File: src/sv/htld_ram.sv
// Generic simple dual-port RAM: one write port, one registered read port.
// Depends on nothing.
module htld_ram #(
  parameter int WIDTH = 8,
  parameter int DEPTH = 16
) (
  input  logic                                   clk,
  input  logic                                   we,
  input  logic [(DEPTH > 1 ? $clog2(DEPTH) : 1)-1:0] waddr,
  input  logic [WIDTH-1:0]                       wdata,
  input  logic                                   re,
  input  logic [(DEPTH > 1 ? $clog2(DEPTH) : 1)-1:0] raddr,
  output logic [WIDTH-1:0]                       rdata
);

  logic [WIDTH-1:0] mem [DEPTH];

  always_ff @(posedge clk) begin
    if (we) begin
      mem[waddr] <= wdata;
    end
    if (re) begin
      rdata <= mem[raddr];
    end
  end

endmodule

File: config.mk
export PLATFORM = sky130hd
export DESIGN_NAME = htld_ram
export DESIGN_NICKNAME = d
export VERILOG_FILES = /design/src/sv/htld_ram.sv
export SDC_FILE = /design/constraint.sdc
export NUM_CORES = 1
export LEC_CHECK = 0
export ABC_AREA = 1
export ABC_CLOCK_PERIOD_IN_PS = 1300
export BUFFER_PORTS_ARGS = -buffer_cell sky130_fd_sc_hd__buf_4
export CELL_PAD_IN_SITES_DETAIL_PLACEMENT = 0
export CELL_PAD_IN_SITES_GLOBAL_PLACEMENT = 1
export CORE_AREA = 4 4 158 84
export CTS_BUF_LIST = sky130_fd_sc_hd__clkbuf_4 sky130_fd_sc_hd__clkbuf_8
export DETAILED_ROUTE_END_ITERATION = 10
export DIE_AREA = 0 0 162 88
export GPL_TIMING_DRIVEN = 0
export PLACE_DENSITY_LB_ADDON = 0.1
export SYNTH_ARGS = -nofsm -noshare
export SYNTH_HDL_FRONTEND = slang
export SYNTH_SLANG_ARGS = --single-unit
File: constraint.sdc
create_clock -name clk -period 1.3 [get_ports clk]
set_input_delay 0.26 -clock clk [delete_from_list [all_inputs] [get_ports clk]]
set_output_delay 0.26 -clock clk [all_outputs]
set_load 0.02 [all_outputs]
==> impl_metrics.env, run 1 <==
export IMPL_vias_per_cell=5.079
export IMPL_async_reset_ff_share_pct=0
export IMPL_worstSetupPathType="input pin to register"
export IMPL_hold_buffers=0
export IMPL_start_util_pct=49.97
export IMPL_fin_crit_ps=1262
export IMPL_synth_most_common_cell="nand2_1"
export IMPL_vias=3916
export IMPL_syn_inst=551
export IMPL_critPathMaxFanout=8
export IMPL_drt_wl_total_um=14730
export IMPL_clk_pin_slew_ps=80
export IMPL_critPathLaunchType="input pin"
export IMPL_area_growth_pct=14.04
export IMPL_cts_buffer_depth=2
export IMPL_yosys_warnings=0
export IMPL_arrival_ps=1330
export IMPL_antenna_cells=0
export IMPL_io_buffers=23
export IMPL_synth_area_mm2=0.005847
export IMPL_grt_pass1_vias=3936
export IMPL_tightestPinTransition_ps=892.0
export IMPL_max_stage_delay_ps=710
export IMPL_powerDensity_mw_per_mm2=1427
export IMPL_syn_nets=570
export IMPL_worstPathRequired_ps=1360
export IMPL_dp_cells=739
export IMPL_cts_sinks=136
export IMPL_ys_ff_latch=136
export IMPL_clock_latency_ps=440
export IMPL_synth_common_cells="nand2_1, edfxtp_1, inv_1, nand3_1, nor2_1"
export IMPL_dp_hpwl_um=9863
export IMPL_r2r_cells=6
export IMPL_first_pass_iters=5
export IMPL_fin_setup_tns_ps=0
export IMPL_clockRootBuffer="clkbuf_8"
export IMPL_ant_nets=0
export IMPL_maxSlewHeadroom_pct=40.31
export IMPL_synth_edf_count=136
export IMPL_h_tree_depth=4
export IMPL_maxSlewViolCount=0
export IMPL_hold_depth=1
export IMPL_grt_max_degree=17
export IMPL_finalSetupViolCount=0
export IMPL_grtUsageTotal_pct=22.45
export IMPL_drc=0
export IMPL_cp_slowest_cell="nor2_1"
export IMPL_row_count=28
export IMPL_startpoint="waddr[3]"
export IMPL_core_area_mm2=0.01170
export IMPL_nNetsFinal=612
export IMPL_hold_class="input pin to register"
export IMPL_maxCapViolCount=0
export IMPL_worstPathCellList="buf_4 > nand3b_1 > nor2_1"
export IMPL_max_freq_mhz=792.7
export IMPL_final_cells=771
export IMPL_yosysTopAreaCell="edfxtp_1"
export IMPL_die_area_mm2=0.01426
export IMPL_regToRegStartpoint="mem[8][1]"
export IMPL_ys_flop_type="edfxtp_1"
export IMPL_max_vdd_ir_drop_mv=0.9447
export IMPL_crit_path_end_kind="register"
export IMPL_hp_start="re"
export IMPL_rsz0062_at_grt="yes"
export IMPL_final_area_mm2=0.006668
export IMPL_synth_top_area_share_pct=69.85
export IMPL_fin_worst_skew_ps=12.95
export IMPL_ys_types=11
export IMPL_die_w_um=162
export IMPL_pin_count=27
export IMPL_yosysSeqAreaShare_pct=69.85
export IMPL_numCtsBuffers=17
export IMPL_synthTopCellsByArea="edfxtp_1, nand2_1, nand3_1"
export IMPL_overflow=0
export IMPL_place_area_mm2=0.006226
export IMPL_post_drt_wl_per_cell_um=19.11
export IMPL_syn_area_per_cell_um2=10.61
export IMPL_fin_util_pct=56.98
export IMPL_die_y_um=88
export IMPL_grt_pass1_wl_um=22850
export IMPL_finalCritPeriodShare_pct=97.04
export IMPL_grt_antenna_before_repair=0
export IMPL_status="complete, no violations"
export IMPL_p_leak_nw=2.853
export IMPL_gp_congestion=0.8466
export IMPL_drive_gt1_share_pct=13.20
export IMPL_drtIter0Drc=414
export IMPL_hold_violations=0
export IMPL_cts_tree="done"
-- final timing paths --
check | to | slack, ps
setup / recovery | mem[4][6] | 40
hold reg to reg | rdata[7] | 750
setup reg to reg | rdata[1] | 100
hold / removal | rdata[4] | 100
-- sequential cells by signal (all words and copies together), names as in the netlist --
| signal | count |
|---|---|
| rdata | 8 |
| mem | 128 |
-- layer usage --
metal | vias up | track usage (%) | routed length (µm)
li1 | 1867 | - | -
met1 | 1881 | 32.01 | 6952
met2 | 147 | 34.87 | 6538
met3 | 21 | 5.125 | 1009
met4 | 0 | 7.061 | 230
met5 | - | 0 | 0
-- per-stage QoR --
step | power [W] | worst slack [ps] | hold WS, ps
6_report | 0.009512 | 38.48 | 101.4
5_1_grt | 0.009868 | -37.92 | 89.23
4_1_cts | 0.009552 | 36.05 | 86.36
3_5_place_dp | 0.005748 | -428.9 | 543.7
3_3_place_gp | 0.005737 | -405.1 | 538.4
2_1_floorplan | 0.005427 | 89.16 | 358.9
-- cell usage in the layout, fill, tap and decap left out, types with 2 or more instances in the layout --
cell and count:
clkinv_4 2, inv_6 3, nand2_1 173, buf_6 6, edfxtp_1 136, nand3b_1 2, inv_1 100, buf_2 13
nor2_1 16, clkinvlp_4 4, inv_2 2, nand3_1 97, buf_4 27, bufinv_16 4, clkbuf_8 17
-- logic make-up after synthesis --
logic type	Yosys count	synth area share [%]
buffers and inverters	126	9.394
flip-flops	136	69.85
AND/OR/NAND/NOR	289	20.76
-- final cells by class --
class                   count  area, µm²
inverters                 102      382.9
plain buffers              24      166.4
clock inverters            14      197.7
well taps                 165      206.4
flip-flops and latches    136       4084
repair buffers             23      172.7
multi-input cells         289       1216
clock buffers              18      241.5
fillers                  1048       5034
-- where the power goes --
group          total, W  switching (W)  internal [W]
combinational  0.000698       0.000488      0.000209
sequential      0.00495      0.0000227       0.00493
clock           0.00386        0.00173       0.00213
total           0.00951        0.00224       0.00727
-- worst max-delay path, delay by kind of cell --
family	cells	cell delay [ps]
buffers and inverters	1	120
AND/OR/NAND/NOR	2	940
-- what timing repair did --
item	4_1_cts	5_1_grt
setup buffers	0	0
setup endpoints to repair	0	24
gates resized for setup	0	1
Power figures use the tool's default switching activity.
==> run 2, diff against run 1 <==
Settings changed: REMOVE_ABC_BUFFERS set to 1.
==> run 2 against run 1 <==
  * Count of clock-buffer cells in the layout rose by 4
  * Routed wire length down 13%
  * Die area stayed put
  * Hold slack gained 15 ps
  * Flip-flop and latch count unchanged
  * Clock power shrank 8.5%
  * Total power decreased by 4.1%
  * Utilization is 1.2 points lower
  * First-iteration DRC count is 27% lower
  * Critical endpoint is now mem[8][7]
  * Largest power group unchanged
==> impl_metrics.env, run 2 (synthesized netlist as in run 1, its figures left out) <==
export IMPL_cts_buffer_depth=2
export IMPL_drc=0
export IMPL_first_pass_iters=4
export IMPL_final_cell_mix="nand2_1, edfxtp_1, inv_1"
export IMPL_die_y_um=88
export IMPL_vias=3624
export IMPL_top_register="mem"
export IMPL_fin_crit_ps=1254
export IMPL_fin_worst_skew_ps=6.377
export IMPL_row_count=28
export IMPL_seq_area_mm2=0.004084
export IMPL_dp_hpwl_um=7371
export IMPL_arrival_ps=1310
export IMPL_worstPathRequired_ps=1360
export IMPL_crit_path_end_kind="register"
export IMPL_dp_cells=718
export IMPL_rsz0062_at_grt="no"
export IMPL_finalSetupViolCount=0
export IMPL_die_area_mm2=0.01426
export IMPL_critPathLaunchType="input pin"
export IMPL_worstSetupPathType="input pin to register"
export IMPL_overflow=0
export IMPL_maxSlewViolCount=0
export IMPL_start_util_pct=49.97
export IMPL_nNetsFinal=591
export IMPL_h_tree_depth=4
export IMPL_fin_worst_hold_slack_ps=116.6
export IMPL_reg_largest_list="mem: 128 flops, rdata: 8 flops"
export IMPL_grt_pass1_vias=3411
export IMPL_cts_sinks=136
export IMPL_cts_tree="done"
export IMPL_ff2ff_setup_slack_ps=90
export IMPL_area_growth_pct=11.71
export IMPL_n_fill_cell=1040
export IMPL_grt_pass1_wl_um=19220
export IMPL_fin_setup_tns_ps=0
export IMPL_drtIter0Drc=303
export IMPL_powerDensity_mw_per_mm2=1397
export IMPL_io_buffers=26
export IMPL_status="complete, no violations"
export IMPL_max_vdd_ir_drop_mv=0.6268
export IMPL_multi_input_area_mm2=0.001229
export IMPL_layout_cells_most_common="nand2_1"
export IMPL_ant_nets=0
export IMPL_largest_reg_flops=128
export IMPL_worstPathCellList="buf_4 > nand3b_1 > nor2_1"
export IMPL_final_area_mm2=0.006531
export IMPL_cp_slowest_cell="nor2_1"
export IMPL_place_area_mm2=0.006082
export IMPL_hold_buffers=0
export IMPL_core_area_mm2=0.01170
export IMPL_vias_per_cell=4.832
export IMPL_cts_post_setup_buffers_inserted=0
export IMPL_max_freq_mhz=797.4
export IMPL_clockRootBuffer="clkbuf_8"
export IMPL_maxSlewHeadroom_pct=44.84
export IMPL_hold_violations=0
export IMPL_die_w_um=162
export IMPL_drt_wl_total_um=12770
export IMPL_maxCapViolCount=0
export IMPL_clk_pin_slew_ps=70
export IMPL_numCtsBuffers=17
export IMPL_finalCritPeriodShare_pct=96.47
export IMPL_antenna_cells=0
export IMPL_grt_antenna_before_repair=0
export IMPL_hold_class="input pin to register"
export IMPL_pin_count=27
export IMPL_drive_gt1_share_pct=10.77
export IMPL_max_stage_delay_ps=670
export IMPL_final_cells=750
export IMPL_grt_max_degree=66
export IMPL_critPathMaxFanout=8
export IMPL_gp_congestion=0.7129
export IMPL_fin_total_pwr_w=0.009123
export IMPL_grtUsageTotal_pct=18.83
export IMPL_tightestPinTransition_ps=824.3
export IMPL_p_leak_nw=2.762
export IMPL_post_drt_wl_per_cell_um=17.02
export IMPL_clock_latency_ps=420
==> run 2: worst paths after layout <==
path,depth (start not counted),endpoint,startpoint
worst min-delay path,1,rdata[7],re
worst min register to register,6,rdata[6],mem[10][6]
worst max register to register,6,rdata[2],mem[2][2]
worst max-delay path,3,mem[8][7],waddr[2]
==> run 2: power by group <==
group	switching [W]	internal (W)	total, W
combinational	0.000450	0.000183	0.000634
sequential	0.0000220	0.00493	0.00496
clock	0.00155	0.00198	0.00353
==> run 2: final cells by class <==
type	instances	share of cell area, %
sequential	136	62.53
multi-input combinational	289	18.81
inverter	102	6.149
clock buffer	22	4.157
timing repair buffer	26	3.238
tap	165	3.161
clock inverter	10	1.954
==> run 2: worst max-delay path: cells and delay by family <==
| family | cells | cell delay, ps |
|---|---|---|
| buffers and inverters | 1 | 120 |
| and+or+nand+nor | 2 | 930 |
==> run 2: timing repair <==
| item | in CTS | in global routing |
|---|---|---|
| endpoints found under the setup margin | 8 | 20 |
| hold endpoints to repair | 0 | 0 |
| resized for setup | 8 | 7 |
==> run 2: per-layer routing <==
metal,part of all wire (%),global-route usage [%]
met5,0,0
met4,0.99,5.526
met3,3.9,3.996
met2,46,30.10
met1,49,26.52
==> run 2: metrics by stage <==
stage	util [%]	worst slack, ps
5_1_grt	55.82	0.9616
4_1_cts	55.61	16.90
6_report	55.82	45.90
3_5_place_dp	51.98	-1327
3_3_place_gp	51.98	-1314
2_1_floorplan	-	-80.61
